`config.mk`:
```
export PLATFORM = sky130hd
export DESIGN_NAME = ps2_mouse_packet_cursor_tracker_unit
export DESIGN_NICKNAME = d
export VERILOG_FILES = /design/src/hdl/ps2m_pkg.sv /design/src/hdl/ps2_mouse_packet_cursor_tracker_unit.sv /design/src/hdl/ps2m_cfg_regs.sv /design/src/hdl/ps2m_in_stage.sv /design/src/hdl/ps2m_tracker.sv
export SDC_FILE = /design/constraint.sdc
export NUM_CORES = 1
export LEC_CHECK = 0
export ABC_AREA = 1
export BUFFER_PORTS_ARGS = -buffer_cell sky130_fd_sc_hd__buf_2
export CAP_MARGIN = 5
export CELL_PAD_IN_SITES_DETAIL_PLACEMENT = 0
export CELL_PAD_IN_SITES_GLOBAL_PLACEMENT = 1
export CORE_MARGIN = 2
export CORE_UTILIZATION = 35
export CTS_CLUSTER_DIAMETER = 30
export DETAILED_ROUTE_END_ITERATION = 8
export PLACE_DENSITY = 0.73
export SYNTH_ARGS = -nofsm -noshare
export SYNTH_HDL_FRONTEND = slang
export SYNTH_SLANG_ARGS = --single-unit
```
`constraint.sdc`:
```
create_clock -name clk -period 4.4 [get_ports clk]
set_input_delay 1.1 -clock clk [delete_from_list [all_inputs] [get_ports clk]]
set_output_delay 1.1 -clock clk [all_outputs]
set_load 0.05 [all_outputs]
```
`src/hdl/ps2m_pkg.sv`:
```
// Package for the PS/2 mouse cursor tracker: shared types, register indexes
// and the axis limit function. No dependencies.
package ps2m_pkg;

    localparam int unsigned CFG_W   = 13;
    localparam int unsigned POS_W   = 12;
    localparam int unsigned IDX_W   = 2;

    localparam logic [IDX_W-1:0] CFG_WHEEL_MODE    = 2'd0;
    localparam logic [IDX_W-1:0] CFG_SCREEN_WIDTH  = 2'd1;
    localparam logic [IDX_W-1:0] CFG_SCREEN_HEIGHT = 2'd2;

    localparam logic [CFG_W-1:0] X_MARGIN = 13'd12;
    localparam logic [CFG_W-1:0] Y_MARGIN = 13'd16;
    localparam logic [POS_W-1:0] POS_MAX  = 12'hFFF;

    localparam logic [CFG_W-1:0] WIDTH_RESET  = 13'd1024;
    localparam logic [CFG_W-1:0] HEIGHT_RESET = 13'd768;
    localparam logic [POS_W-1:0] POS_X_RESET  = 12'd512;
    localparam logic [POS_W-1:0] POS_Y_RESET  = 12'd384;

    localparam logic [7:0] HDR_OVF_MASK = 8'hC0;

    typedef struct packed {
        logic [7:0] data_byte;
        logic       from_aux;
    } in_word_t;

    typedef struct packed {
        logic             wheel_mode;
        logic [POS_W-1:0] limit_x;
        logic [POS_W-1:0] limit_y;
    } cfg_t;

    typedef struct packed {
        logic [POS_W-1:0] cursor_x;
        logic [POS_W-1:0] cursor_y;
        logic             left_button;
        logic             right_button;
        logic             left_pressed;
        logic             left_released;
        logic             right_changed;
        logic [7:0]       wheel_delta;
    } result_t;

    // Largest cursor position for one axis: size - margin, saturated to 0..POS_MAX.
    function automatic logic [POS_W-1:0] axis_limit(input logic [CFG_W-1:0] size,
                                                     input logic [CFG_W-1:0] margin);
        logic [CFG_W-1:0] diff;
        diff = size - margin;
        if (size < margin)
            return '0;
        else if (diff > {1'b0, POS_MAX})
            return POS_MAX;
        else
            return diff[POS_W-1:0];
    endfunction

endpackage

```
`src/hdl/ps2_mouse_packet_cursor_tracker_unit.sv`:
```
// Top level of the PS/2 mouse packet decoder and cursor tracker.
// Depends on ps2m_pkg, ps2m_cfg_regs, ps2m_in_stage and ps2m_tracker.
//
// Usage:
//   Input channel: one controller byte per word (data_byte, from_aux) with
//   in_valid / in_stall. Bytes with from_aux low are taken and dropped.
//   Output channel: one word per good packet (cursor position, buttons,
//   left press/release edges, right change, wheel delta) with out_valid /
//   out_stall. Packets whose header carries an overflow bit give no word.
//   Config: cfg_we / cfg_index / cfg_data, single-cycle writes, only while
//   idle. Index 0 wheel mode, 1 screen width, 2 screen height; 3 is ignored.
// Path: the edge that takes the packet's last byte loads the input
//   register; when the tracker advances, it loads the result register and
//   raises out_valid.
// Throughput: one byte per cycle unless out_stall holds a shown word; the
//   input register and the result register form a two-stage pipe that
//   advances whenever the result register is empty or being taken.
// Stall: while out_stall holds a shown word, the tracker freezes; one more
//   byte is held in the input register, then in_stall rises.
// Reset: cursor at (512, 384), buttons released, byte counter cleared,
//   wheel mode off, screen 1024 x 768. Reset is asynchronous, active low.
module ps2_mouse_packet_cursor_tracker_unit (
    input  logic                       clk,
    input  logic                       rst_n,

    input  logic                       in_valid,
    output logic                       in_stall,
    input  logic [7:0]                 data_byte,
    input  logic                       from_aux,

    output logic                       out_valid,
    input  logic                       out_stall,
    output logic [11:0]                cursor_x,
    output logic [11:0]                cursor_y,
    output logic                       left_button,
    output logic                       right_button,
    output logic                       left_pressed,
    output logic                       left_released,
    output logic                       right_changed,
    output logic signed [7:0]          wheel_delta,

    input  logic                       cfg_we,
    input  logic [ps2m_pkg::IDX_W-1:0] cfg_index,
    input  logic [ps2m_pkg::CFG_W-1:0] cfg_data
);
    import ps2m_pkg::*;

    cfg_t     cfg;
    in_word_t s1_word;
    logic     s1_valid;
    logic     advance;
    result_t  res;

    // Limits are precomputed on each write.
    ps2m_cfg_regs u_cfg (
        .clk       (clk),
        .rst_n     (rst_n),
        .cfg_we    (cfg_we),
        .cfg_index (cfg_index),
        .cfg_data  (cfg_data),
        .cfg       (cfg)
    );

    // Stage 1: input register.
    ps2m_in_stage u_in (
        .clk       (clk),
        .rst_n     (rst_n),
        .in_valid  (in_valid),
        .data_byte (data_byte),
        .from_aux  (from_aux),
        .in_stall  (in_stall),
        .advance   (advance),
        .s1_valid  (s1_valid),
        .s1_word   (s1_word)
    );

    // Stage 2: packet assembly, cursor clamp, result register.
    ps2m_tracker u_trk (
        .clk       (clk),
        .rst_n     (rst_n),
        .s1_valid  (s1_valid),
        .s1_word   (s1_word),
        .cfg       (cfg),
        .advance   (advance),
        .out_valid (out_valid),
        .out_stall (out_stall),
        .res       (res)
    );

    assign cursor_x      = res.cursor_x;
    assign cursor_y      = res.cursor_y;
    assign left_button   = res.left_button;
    assign right_button  = res.right_button;
    assign left_pressed  = res.left_pressed;
    assign left_released = res.left_released;
    assign right_changed = res.right_changed;
    assign wheel_delta   = $signed(res.wheel_delta);

endmodule

```
`src/hdl/ps2m_cfg_regs.sv`:
```
// Configuration registers: wheel mode and per-axis cursor limits.
// Depends on ps2m_pkg.
module ps2m_cfg_regs (
    input  logic                       clk,
    input  logic                       rst_n,
    input  logic                       cfg_we,
    input  logic [ps2m_pkg::IDX_W-1:0] cfg_index,
    input  logic [ps2m_pkg::CFG_W-1:0] cfg_data,
    output ps2m_pkg::cfg_t             cfg
);
    import ps2m_pkg::*;

    cfg_t cfg_reg;
    cfg_t cfg_next;

    // Limits are computed once at write time, keeping the datapath short.
    always_comb
    begin
        cfg_next = cfg_reg;
        if (cfg_we)
        begin
            case (cfg_index)
                CFG_WHEEL_MODE:    cfg_next.wheel_mode = cfg_data[0];
                CFG_SCREEN_WIDTH:  cfg_next.limit_x    = axis_limit(cfg_data, X_MARGIN);
                CFG_SCREEN_HEIGHT: cfg_next.limit_y    = axis_limit(cfg_data, Y_MARGIN);
                default:           cfg_next            = cfg_reg;
            endcase
        end
    end

    always_ff @(posedge clk or negedge rst_n)
    begin
        if (!rst_n)
        begin
            cfg_reg.wheel_mode <= 1'b0;
            cfg_reg.limit_x    <= axis_limit(WIDTH_RESET, X_MARGIN);
            cfg_reg.limit_y    <= axis_limit(HEIGHT_RESET, Y_MARGIN);
        end
        else
        begin
            cfg_reg <= cfg_next;
        end
    end

    assign cfg = cfg_reg;

endmodule

```
`src/hdl/ps2m_in_stage.sv`:
```
// Input register stage: captures one word per cycle, stalls only when the
// tracker stage cannot advance. Depends on ps2m_pkg.
module ps2m_in_stage (
    input  logic               clk,
    input  logic               rst_n,
    input  logic               in_valid,
    input  logic [7:0]         data_byte,
    input  logic               from_aux,
    output logic               in_stall,
    input  logic               advance,
    output logic               s1_valid,
    output ps2m_pkg::in_word_t s1_word
);
    import ps2m_pkg::*;

    logic     s1_valid_reg;
    logic     s1_valid_next;
    in_word_t s1_word_reg;
    in_word_t s1_word_next;

    assign in_stall = s1_valid_reg && !advance;

    always_comb
    begin
        s1_valid_next = s1_valid_reg;
        s1_word_next  = s1_word_reg;
        if (!in_stall)
        begin
            s1_valid_next = in_valid;
            if (in_valid)
            begin
                s1_word_next.data_byte = data_byte;
                s1_word_next.from_aux  = from_aux;
            end
        end
    end

    always_ff @(posedge clk or negedge rst_n)
    begin
        if (!rst_n)
            s1_valid_reg <= 1'b0;
        else
            s1_valid_reg <= s1_valid_next;
    end

    always_ff @(posedge clk)
    begin
        s1_word_reg <= s1_word_next;
    end

    assign s1_valid = s1_valid_reg;
    assign s1_word  = s1_word_reg;

endmodule

```
`src/hdl/ps2m_tracker.sv`:
```
// Packet assembly, cursor update and result register.
// Depends on ps2m_pkg.
module ps2m_tracker (
    input  logic               clk,
    input  logic               rst_n,
    input  logic               s1_valid,
    input  ps2m_pkg::in_word_t s1_word,
    input  ps2m_pkg::cfg_t     cfg,
    output logic               advance,
    output logic               out_valid,
    input  logic               out_stall,
    output ps2m_pkg::result_t  res
);
    import ps2m_pkg::*;

    logic [1:0]       count_reg, count_next;
    logic [7:0]       pkt0_reg, pkt1_reg, pkt2_reg;
    logic [POS_W-1:0] pos_x_reg, pos_x_next;
    logic [POS_W-1:0] pos_y_reg, pos_y_next;
    logic             prev_left_reg, prev_left_next;
    logic             prev_right_reg, prev_right_next;
    logic             out_valid_reg, out_valid_next;
    result_t          res_reg, res_next;

    logic             go;
    logic             done;
    logic             emit;
    logic [7:0]       b;
    logic [7:0]       hdr;
    logic [7:0]       dx_byte;
    logic [7:0]       dy_byte;
    logic [POS_W+1:0] sum_x;
    logic [POS_W+1:0] sum_y;
    logic [POS_W-1:0] new_x;
    logic [POS_W-1:0] new_y;
    logic             left;
    logic             right;

    assign advance = !(out_valid_reg && out_stall);
    assign go      = advance && s1_valid && s1_word.from_aux;
    assign b       = s1_word.data_byte;

    // Packet ends on byte 3 in 3-byte mode, or on byte 4 (also when wheel
    // mode was dropped with three bytes already held).
    assign done = (count_reg == 2'd3) || ((count_reg == 2'd2) && !cfg.wheel_mode);

    // In 3-byte mode the Y byte is the one arriving now.
    assign hdr     = pkt0_reg;
    assign dx_byte = pkt1_reg;
    assign dy_byte = (count_reg == 2'd2) ? b : pkt2_reg;
    assign emit    = go && done && ((hdr & HDR_OVF_MASK) == 8'h00);

    assign sum_x = {2'b00, pos_x_reg} + {{(POS_W-6){dx_byte[7]}}, dx_byte};
    assign sum_y = {2'b00, pos_y_reg} - {{(POS_W-6){dy_byte[7]}}, dy_byte};

    always_comb
    begin
        if (sum_x[POS_W+1])
            new_x = '0;
        else if (sum_x[POS_W:0] > {1'b0, cfg.limit_x})
            new_x = cfg.limit_x;
        else
            new_x = sum_x[POS_W-1:0];

        if (sum_y[POS_W+1])
            new_y = '0;
        else if (sum_y[POS_W:0] > {1'b0, cfg.limit_y})
            new_y = cfg.limit_y;
        else
            new_y = sum_y[POS_W-1:0];
    end

    assign left  = hdr[0];
    assign right = hdr[1];

    always_comb
    begin
        count_next      = count_reg;
        pos_x_next      = pos_x_reg;
        pos_y_next      = pos_y_reg;
        prev_left_next  = prev_left_reg;
        prev_right_next = prev_right_reg;
        out_valid_next  = out_valid_reg;
        res_next        = res_reg;

        if (advance)
            out_valid_next = emit;

        if (go)
            count_next = done ? 2'd0 : count_reg + 2'd1;

        if (emit)
        begin
            pos_x_next             = new_x;
            pos_y_next             = new_y;
            prev_left_next         = left;
            prev_right_next        = right;
            res_next.cursor_x      = new_x;
            res_next.cursor_y      = new_y;
            res_next.left_button   = left;
            res_next.right_button  = right;
            res_next.left_pressed  = left && !prev_left_reg;
            res_next.left_released = !left && prev_left_reg;
            res_next.right_changed = right != prev_right_reg;
            res_next.wheel_delta   = ((count_reg == 2'd3) && cfg.wheel_mode) ? b : 8'h00;
        end
    end

    always_ff @(posedge clk or negedge rst_n)
    begin
        if (!rst_n)
        begin
            count_reg      <= 2'd0;
            pos_x_reg      <= POS_X_RESET;
            pos_y_reg      <= POS_Y_RESET;
            prev_left_reg  <= 1'b0;
            prev_right_reg <= 1'b0;
            out_valid_reg  <= 1'b0;
        end
        else
        begin
            count_reg      <= count_next;
            pos_x_reg      <= pos_x_next;
            pos_y_reg      <= pos_y_next;
            prev_left_reg  <= prev_left_next;
            prev_right_reg <= prev_right_next;
            out_valid_reg  <= out_valid_next;
        end
    end

    // Packet byte store and result register, no reset.
    always_ff @(posedge clk)
    begin
        res_reg <= res_next;
        if (go && (count_reg == 2'd0))
            pkt0_reg <= b;
        if (go && (count_reg == 2'd1))
            pkt1_reg <= b;
        if (go && (count_reg == 2'd2))
            pkt2_reg <= b;
    end

    assign out_valid = out_valid_reg;
    assign res       = res_reg;

    a_edges_exclusive: assert property (@(posedge clk) disable iff (!rst_n)
        out_valid_reg |-> !(res_reg.left_pressed && res_reg.left_released))
        else $error("left press and release flagged together");

    a_press_implies_down: assert property (@(posedge clk) disable iff (!rst_n)
        (out_valid_reg && res_reg.left_pressed) |-> res_reg.left_button)
        else $error("left press without left button down");

    a_history_matches: assert property (@(posedge clk) disable iff (!rst_n)
        out_valid_reg |-> (prev_left_reg == res_reg.left_button
                           && prev_right_reg == res_reg.right_button))
        else $error("button history out of step with shown word");

    a_frozen_on_stall: assert property (@(posedge clk) disable iff (!rst_n)
        (out_valid_reg && out_stall) |=> ($stable(pos_x_reg) && $stable(pos_y_reg)
                                          && $stable(count_reg)))
        else $error("tracker state moved while output stalled");

endmodule

```
==> results.toml, run 1 <==
[setup_path]
cp-start-kind = "register"
cp-end-kind = "register"
cp_max_fo = 12
crit_chain = "inv_1 > ha_2 > inv_2 > o21ai_0 > ha_1 > inv_1 > fa_1 > nand3_1 > nand3_2 > a21oi_1 > xor2_1 > inv_1 > ha_1 > a21oi_1 > nor2_1 > nor2_1 > nand3_1 > nand2_1 > nand2_1 > nand2_1 > buf_4 > nand3_1 > and3_1"
critical_path_arrival_ns = 4.11
cp_top_family = "adder cells"
crit_type = "register to register"
critPathSlowestCell = "dfrtp_1"
worstPathRequired_ns = 4.56
cpPeakStageDelay_ns = 0.42
crit_buf_inv = 5

[clock_tree]
path_clk_slew_ns = 0.06
cts_made_buffers = 17
cts_root_buf = "clkbuf_16"
clk_latency_ns = 0.41
cts_buffer_depth = 2
cts_setup_buffers = 0
cts.sinks = 121
cts_tree = "yes"
htreeDepth = 4

[power]
ir_drop_uv = 293
power_per_cell_area_nw_per_um2 = 610
p_seq_frac = 0.290
comb_power_share = 0.443
total_power_uw = 5290
p_int_uw = 3140
p_leak_uw = 0.00435
power_frac_clock = 0.267
switchingPower_uw = 2150
switching_share = 0.407

[yosys]
avgSynthCellArea_um2 = 8.43
synth_top_area_cell = "edfxtp_1"
synth_seq_area_share = 0.454
synth_cell_types = 40
synthCells = 882
synth_top_cell_area_share = 0.267
ys_top_cells_by_area = "edfxtp_1, dfrtp_1, nand2_1"
synth_area_um2 = 7430
synth-seq-cells = 121
synth_fp_nets = 971
yosys_warnings = 0

[job]
maxCapViolCount = 0

[cells_and_area]
drive_above_1_share = 0.158
area_growth_pct = 16.6
multi_input_area_um2 = 3440
num_antenna_cells = 0
fill_cells = 2139
seqCellArea_um2 = 3380
largest_register_ffs = 37
fin_nets = 1044

[run_status]
status = "finished, final reports clean"

[global_route]
grt_use_total = 0.171
gr-total-overflow = 0
grt_pass1_vias = 5814
grt_antenna_before_repair = 0
grt_pass1_wl_um = 29900
grt_max_degree = 49

[routing]
dr_total_vias = 5977
via_per_inst = 4.81
avgRoutedWirePerCell_um = 14.6
drt-total-wl_um = 18100
drt_iter0_markers = 393
top_layer = "met4"
dr_wl_met3_um = 768
drc = 0
final_antenna_net_count = 0
wl_met1_um = 8310
routed-wl-met2_um = 8770
dr.pass1.iters = 5

[floorplanning]
fp.coreArea_um2 = 21000
ioPinCount = 68
fp-row-count = 53
die_h_um = 150
die_w_um = 150
start_util = 0.355
die_area_um2 = 22400

[placed_design]
place.port_buffers = 67
gp_congestion = 0.891
hpwl_um = 13700

[sta]
hold_viol = 0
period_share = 0.898
max_freq_mhz = 253
relSlewSlack = 0.338
rsz0062_at_grt = "no"
tightest_slew_ns = 0.993
finalSetupViolations = 0
fin_setup_tns_ns = 0
hold_slack_ns = 0.481
min_period_ns = 3.95
skew_ns = 0.00964
drv_slew = 0

[worst_hold_path]
hp-class = "register to register"
## synthesized netlist by cell type, drive strengths merged
master,n
o22ai,12
o21ai,35
o21bai,2
clkbuf,8
nor2,64
fa,2
nor3,9
inv,130
nor4,2
nand2,235
nand3,73
and3,14
nand2b,1
buf,15
xnor2,2
o211ai,1
xor2,26
dfstp,15
edfxtp,66
dfrtp,40
o31ai,1
a21oi,32
ha,58
nand4,33
a21o,4
nand3b,1
a21boi,1
## final timing paths
kind                               startpoint                 end  slack [ns]  depth (start not counted)
max in group asynchronous               rst_n  u_trk.pos_y_reg[8]        2.67                          2
max reg2reg                u_trk.count_reg[0]       u_trk.res[20]        0.45                         23
max                        u_trk.count_reg[0]       u_trk.res[20]        0.45                         23
min                        u_trk.pos_x_reg[9]  u_trk.pos_x_reg[9]        0.48                          2
min in group asynchronous               rst_n       u_cfg.cfg[23]        0.85                          1
min reg2reg                u_trk.pos_x_reg[9]  u_trk.pos_x_reg[9]        0.48                          2
## placed cells by master, fill, tap and decap left out, drive strengths merged
cell    netlist  layout
nor3          9       9
nand2b        1       1
o21bai        2       2
inv         130     132
and3         14      14
nor2         64      64
nand3b        1       1
dfstp        15      15
dfrtp        40      40
o21ai        35      35
buf          15      77
a21boi        1       1
edfxtp       66      66
nand4        33      33
ha           58      58
o211ai        1       1
nand3        73      73
clkbuf        8      24
fa            2       2
xor2         26      26
bufinv        0       1
nand2       235     235
nor4          2       2
o31ai         1       1
xnor2         2       2
a21o          4       4
clkinv        0       5
a21oi        32      32
o22ai        12      12
## layout make-up
cell class | instances | area share
clock buffers | 24 | 0.0605
clock inverters | 8 | 0.00939
inverters | 130 | 0.0563
multi-input cells | 608 | 0.397
flip-flops and latches | 121 | 0.390
well taps | 275 | 0.0397
repair buffers | 77 | 0.0474
## stage by stage
| stage | std cells | setup slack [ns] | utilization | cell area, um2 |
|---|---|---|---|---|
| after global routing | 1243 | 0.0450 | 0.413 | 8660 |
| after floorplan | 882 | 0.723 | - | 7430 |
| after global placement | 1211 | 0.369 | 0.384 | 8050 |
| final | 1243 | 0.450 | 0.413 | 8660 |
| after CTS | 1243 | 0.281 | 0.413 | 8660 |
| after detailed placement | 1211 | 0.282 | 0.384 | 8050 |
## routing by layer
layer  vias up  track usage
met5         -            0
met4         0       0.0467
met3        21       0.0357
met2       133        0.284
met1      2766        0.228
li1       3057            -
## repair_timing
action	in CTS	in global routing
resized for setup	0	2
endpoints found under the setup margin	0	22
hold buffers	0	0
## worst min-delay path, stage by stage, from the launching register on
cell and delay, ns:
dfstp_2 0.37, nand2_1 0.06, nand2_1 0.05
## power by group through the flow
stage                     combinational (uW)  clock, uW  sequential [uW]
final                                   2340       1410             1530
after CTS                               2340       1440             1540
after global routing                    2710       1490             1550
after global placement                  2310          0             1560
after detailed placement                2330          0             1550
after floorplan                         1770          0             1560
## kinds of logic after synthesis
kind of cell	share of synthesized area
simple gates	0.260
buf+inv	0.0845
flops	0.454
compound gates	0.0653
fa+ha+maj	0.103
xor+xnor	0.0330
Note: power is estimated with default switching activity, not from simulation.
==> run 2: changes to the inputs <==
--- a/config.mk
+++ b/config.mk
@@ -16,4 +16,5 @@
 export DETAILED_ROUTE_END_ITERATION = 8
 export PLACE_DENSITY = 0.73
+export RECOVER_POWER = 25
 export SYNTH_ARGS = -nofsm -noshare
 export SYNTH_HDL_FRONTEND = slang
==> constraint.sdc (replaced) <==
create_clock -name clk -period 4.4 [get_ports clk]
set_input_delay 1.1 -clock clk [delete_from_list [all_inputs] [get_ports clk]]
set_output_delay 1.1 -clock clk [all_outputs]
set_load 0.005 [all_outputs]
==> run 2 against run 1 <==
First-iteration DRC count stayed put. Clock-buffer cell count stayed put. Sequential power hardly changed. The run now ends with max-capacitance violations, max-slew violations left. Worst setup slack stayed put. Critical path type unchanged. Final area hardly changed. Critical path depth stayed put. Via count stayed put. Sequential share of layout area hardly changed. Flip-flop and latch count stayed put.
==> results.toml, run 2 (synthesized netlist as in run 1, its figures left out) <==
[sta]
fin_ws_ns = 0.450
min_period_ns = 3.95
max_freq_mhz = 253
tightest_slew_ns = 2.37
drv_slew = 39
hold_slack_ns = 0.481
period_share = 0.898
rsz0062_at_grt = "no"
finalSetupViolations = 0
skew_ns = 0.00964
relSlewSlack = -0.581
hold_viol = 0
fin_setup_tns_ns = 0

[setup_path]
r2r-start = "u_trk.count_reg[0]"
critical_path_arrival_ns = 4.11
cp-endpoint = "u_trk.res[20]"
worstPathRequired_ns = 4.56
crit_chain = "inv_1 > ha_2 > inv_2 > o21ai_0 > ha_1 > inv_1 > fa_1 > nand3_1 > nand3_2 > a21oi_1 > xor2_1 > inv_1 > ha_1 > a21oi_1 > nor2_1 > nor2_1 > nand3_1 > nand2_1 > nand2_1 > nand2_1 > buf_4 > nand3_1 > and3_1"
crit_cells = 23
cpPeakStageDelay_ns = 0.42
r2r_setup_slack_ns = 0.45
ff2ff_path_depth = 23
cp_top_family = "adder cells"
cp_max_fo = 12
crit_type = "register to register"
cp-startpoint = "u_trk.count_reg[0]"
cp-end-kind = "register"
cp-start-kind = "register"
reg2reg_to = "u_trk.res[20]"
critPathSlowestCell = "dfrtp_1"
crit_buf_inv = 5

[floorplanning]
ioPinCount = 68
die_w_um = 150
die_h_um = 150
fp-row-count = 53
die_area_um2 = 22400
fp.coreArea_um2 = 21000
start_util = 0.355

[job]
maxCapViolCount = 1

[global_route]
grt_max_degree = 49
grt_use_total = 0.171
gr-total-overflow = 0
met1_usage = 0.228
grtUsageMet3 = 0.0357
grt_pass1_wl_um = 29900
grt_pass1_vias = 5814
busiest_layer = "met2"
grt_antenna_before_repair = 0
use_met2 = 0.284

[cells_and_area]
multi_input_area_um2 = 3440
area_growth_pct = 16.6
fill_cells = 2141
drive_above_1_share = 0.156
final_common_cell = "nand2_1"
final_cell_mix = "nand2_1, inv_1, nand3_1"
seqCellArea_um2 = 3380
num_antenna_cells = 0
largest_register_ffs = 37
fin_nets = 1044

[run_status]
violations = "max-capacitance violations, max-slew violations"
status = "finished with violations"

[routing]
via_per_inst = 4.81
final_antenna_net_count = 0
dr_total_vias = 5977
dr.pass1.iters = 5
avgRoutedWirePerCell_um = 14.6
drt_iter0_markers = 393
drc = 0
drt-total-wl_um = 18100

[placed_design]
place.port_buffers = 67
gp_congestion = 0.891
pre_cts_slack_ns = 0.282
hpwl_um = 13700

[clock_tree]
htreeDepth = 4
cts_root_buf = "clkbuf_16"
cts.sinks = 121
path_clk_slew_ns = 0.06
clk_latency_ns = 0.41
cts_tree = "yes"
cts_buffer_depth = 2
cts_made_buffers = 17
cts_setup_buffers = 0

[worst_hold_path]
worstHoldStart = "u_trk.pos_x_reg[9]"
hp-class = "register to register"

[power]
ir_drop_uv = 293
p_leak_uw = 0.00435
power_per_cell_area_nw_per_um2 = 605
run 2: cell types whose count changed in the layout (fill, tap and decap cells not counted):
| cell | previous run | this run |
|---|---|---|
| clkbuf_1 | 2 | 4 |
| buf_2 | 67 | 65 |
run 2: worst min-delay path by stage:
stage | endpoint | depth (start not counted)
2_1_floorplan | u_trk.dx_byte[2] | 0
3_3_place_gp | u_trk.pos_x_reg[9] | 2
3_5_place_dp | u_trk.pos_y_reg[7] | 2
4_1_cts | u_trk.pos_x_reg[9] | 2
5_1_grt | u_trk.pos_y_reg[7] | 2
6_report | u_trk.pos_x_reg[9] | 2
run 2: layer usage:
metal / vias to the layer above / share of wire
li1: 3057 / -
met4: 0 / 0.015
met2: 133 / 0.48
met3: 21 / 0.042
met5: - / 0
met1: 2766 / 0.46
run 2: worst register-to-register path, cell delays in order (launching register included):
cell	delay, ns
dfrtp_1	0.42
inv_1	0.12
ha_2	0.26
inv_2	0.06
o21ai_0	0.19
ha_1	0.18
inv_1	0.06
fa_1	0.39
nand3_1	0.12
nand3_2	0.10
a21oi_1	0.16
xor2_1	0.21
inv_1	0.07
ha_1	0.29
a21oi_1	0.16
nor2_1	0.06
nor2_1	0.08
nand3_1	0.08
nand2_1	0.06
nand2_1	0.04
nand2_1	0.08
buf_4	0.20
nand3_1	0.11
and3_1	0.20
run 2: power breakdown:
group	leakage, uW	internal [uW]	switching (uW)
sequential	0.00128	1430	106
clock	0.000301	893	518
combinational	0.00277	814	1480
run 2: stage by stage:
step / total power, uW / cell area (um2) / cells / util
floorplan: 3290 / 7430 / 882 / -
global placement: 3830 / 8050 / 1211 / 0.384
detailed placement: 3850 / 8050 / 1211 / 0.384
CTS: 5280 / 8660 / 1243 / 0.413
global route: 5720 / 8660 / 1243 / 0.413
finish: 5240 / 8660 / 1243 / 0.413
run 2: timing repair:
item | 4_1_cts | 5_1_grt
endpoints found under the setup margin | 0 | 22
resized for setup | 0 | 2
hold buffers | 0 | 0
run 2: area by class of cell:
class / instances / share of cell area
multi-input cells: 608 / 0.397
clock inverters: 8 / 0.00939
inverters: 130 / 0.0563
clock buffers: 24 / 0.0605
well taps: 275 / 0.0397
flip-flops and latches: 121 / 0.390
repair buffers: 77 / 0.0471
==> run 3: changes to the inputs <==
ABC_AREA = unset   (was 1)
HOLD_SLACK_MARGIN = 0.08   (was unset)
PLACE_DENSITY = 0.71   (was 0.73)
clock period = 4.05 ns   (was 4.4 ns; I/O delays follow)
==> run 3 against run 2 <==
The run ends with max-capacitance violations, max-slew violations, negative setup slack left. Final cell count down 16%. Register-to-register slack got worse by 0.60 ns. Flip-flop and latch count stayed put. Sequential power increased by 8%. Via count fell by 9.1%. Routed wire length decreased by 2.6%. Maximum frequency down 6.0%. Critical path depth shrank 3. Die area shrank 7.0%. Clock power increased by 11%. Non-clock buffer count increased by 40. Critical path type unchanged. Largest cell class unchanged.
==> results.toml, run 3 <==
[run_status]
violations = "max-capacitance violations, max-slew violations, negative setup slack"
status = "finished with violations"

[floorplanning]
start_util = 0.356
ioPinCount = 68
die_h_um = 144
die_area_um2 = 20900
die_w_um = 144
fp.coreArea_um2 = 19400
fp-row-count = 51

[setup_path]
critPathSlowestCell = "dfrtp_1"
crit_buf_inv = 3
cp_top_family = "compound AO/OA/AOI/OAI gates"
cp-end-kind = "register"
crit_type = "register to register"
worstPathRequired_ns = 4.22
crit_top_cell = "ha_1"
crit_chain = "inv_2 > ha_4 > buf_6 > mux2i_2 > ha_1 > a211o_1 > o311ai_4 > nand2b_1 > a21oi_1 > xnor2_1 > ha_1 > nand3_2 > nor2_2 > o21ai_1 > a31oi_1 > o21ai_2 > and2_4 > clkbuf_16 > a21oi_4 > nor2_1"
critical_path_arrival_ns = 4.38
cp_max_fo = 5
cpPeakStageDelay_ns = 0.39
cp-start-kind = "register"

[yosys]
muxShareOfSynthArea = 0.0308
ys_top_cells_by_count = "edfxtp_1, a21oi_1, ha_1"
synth_edf_count = 66
synth_top_family_by_area = "compound AO/OA/AOI/OAI gates"
synth_top_cell_area_share = 0.287
synth_compound_area_frac = 0.166
synthAdderAreaFrac = 0.111
synth_fp_nets = 747
async_reset_ff_frac = 0.455
synth-seq-cells = 121
synthSimpleGateAreaFrac = 0.122
ys_top_cells_by_area = "edfxtp_1, dfrtp_1, ha_1"
yosys_warnings = 0
synth_most_common_cell = "edfxtp_1"
synthCells = 658
synthXorXnorAreaFrac = 0.0432
synth_area_um2 = 6900
avgSynthCellArea_um2 = 10.5
synth_ff_type = "edfxtp_1"
synth_cell_types = 58
synth_seq_area_share = 0.489
synth_top_area_cell = "edfxtp_1"

[cells_and_area]
fin_nets = 862
final_common_cell = "edfxtp_1"
final_cell_mix = "edfxtp_1, buf_2, nand2_1"
area_growth_pct = 29.1
postLayoutCoreUtil = 0.459
num_antenna_cells = 0
drive_above_1_share = 0.285
largest_register_ffs = 37

[clock_tree]
cts_tree = "yes"
htreeDepth = 4
cts.sinks = 121
ctsHoldBuffers = 0
cts_made_buffers = 17
cts_buffer_depth = 2
clk_latency_ns = 0.42
path_clk_slew_ns = 0.06
cts_root_buf = "clkbuf_16"

[routing]
drc = 0
dr_total_vias = 5433
via_per_inst = 5.17
final_antenna_net_count = 0
dr.pass1.iters = 4
drt_iter0_markers = 257
drt-total-wl_um = 17700
avgRoutedWirePerCell_um = 16.8

[sta]
hold_slack_ns = 0.469
relSlewSlack = -0.645
fin_ws_ns = -0.154
min_period_ns = 4.20
drv_slew = 45
skew_ns = 0.00772
tightest_slew_ns = 2.47
finalSetupViolations = 21
rsz0062_at_grt = "yes"
fin_setup_tns_ns = -1.75
max_freq_mhz = 238
hold_viol = 0
period_share = 1.04

[placed_design]
hpwl_um = 12800
gp_congestion = 0.842
place.port_buffers = 67

[job]
maxCapViolCount = 1

[power]
ir_drop_uv = 344
total_power_uw = 6530
p_leak_uw = 0.00381
power_per_cell_area_nw_per_um2 = 733

[global_route]
grt_max_degree = 45
grt_antenna_before_repair = 0
grt_pass1_vias = 5578
grt_pass1_wl_um = 27900
gr-total-overflow = 0
grt_use_total = 0.173

[worst_hold_path]
hp-class = "register to register"
-- run 3: cell types whose count changed after synthesis, sizes merged, moves of 19 or more --
cell	delta
nand2	-178
a21oi	+29
mux2i	+19
nand3	-63
nand4	-29
inv	-86
nor2	-22
-- run 3: path summary, 6_finish.rpt --
check / startpoint / end / slack (ns) / cells past startpoint
setup reg to reg: u_trk.count_reg[0] / u_trk.res[16] / -0.15 / 20
max in group asynchronous: rst_n / u_cfg.cfg[22] / 1.28 / 1
hold / removal: u_trk.pos_y_reg[8] / u_trk.pos_y_reg[8] / 0.47 / 2
hold reg to reg: u_trk.pos_y_reg[8] / u_trk.pos_y_reg[8] / 0.47 / 2
min in group asynchronous: rst_n / u_trk.prev_left_reg / 1.35 / 1
setup / recovery: u_trk.count_reg[0] / u_trk.res[16] / -0.15 / 20
-- run 3: final cells by class --
cell class / instances / area (um2)
Inverter: 45 / 169
Clock buffer: 19 / 433
Sequential cell: 121 / 3380
Clock inverter: 12 / 176
Fill cell: 1815 / 10500
Timing Repair Buffer: 117 / 742
Tap cell: 265 / 332
Multi-Input combinational cell: 471 / 3680
-- run 3: routing by layer --
metal,track usage,share of wire,up-vias,wire (um)
li1,-,-,2628,-
met1,0.213,0.44,2654,7730
met2,0.287,0.49,113,8680
met3,0.0437,0.039,38,692
met4,0.0807,0.031,0,551
met5,0,0,-,0
-- run 3: cell families (layout without fill, tap and decap cells) --
kind of cell | Yosys count | count (layout)
AO/OA/AOI/OAI | 183 | 183
AND/OR/NAND/NOR | 173 | 173
flip-flops | 121 | 121
buffers and inverters | 66 | 193
adder cells (fa/ha/maj) | 60 | 60
XOR/XNOR | 34 | 34
multiplexers | 21 | 21
-- run 3: through the flow --
stage          instances  instance area, um2  setup WS (ns)
2_1_floorplan        658                7010        0.00124
3_3_place_gp        1005                7840        -0.0187
3_5_place_dp        1005                7840         -0.108
4_1_cts             1038                8540     0.00000311
5_1_grt             1050                8900         -0.341
6_report            1050                8900         -0.154
-- run 3: worst min-delay path: stages (launching register included) --
cell     delay, ns
dfstp_2       0.37
nand2_1       0.04
o21ai_1       0.05
-- run 3: report_power, final --
part	internal, uW	switching, uW	total [uW]
Clock	1020	552	1570
Sequential	1540	116	1660
Combinational	1510	1790	3300
-- run 3: timing repair --
item | in CTS | in global routing
buffers inserted | 1 | 11
cloned | 1 | 1
gates resized for setup | 13 | 68
endpoints found under the setup margin | 22 | 48
endpoints found under the hold margin | 0 | 0
pin swaps | 1 | 25
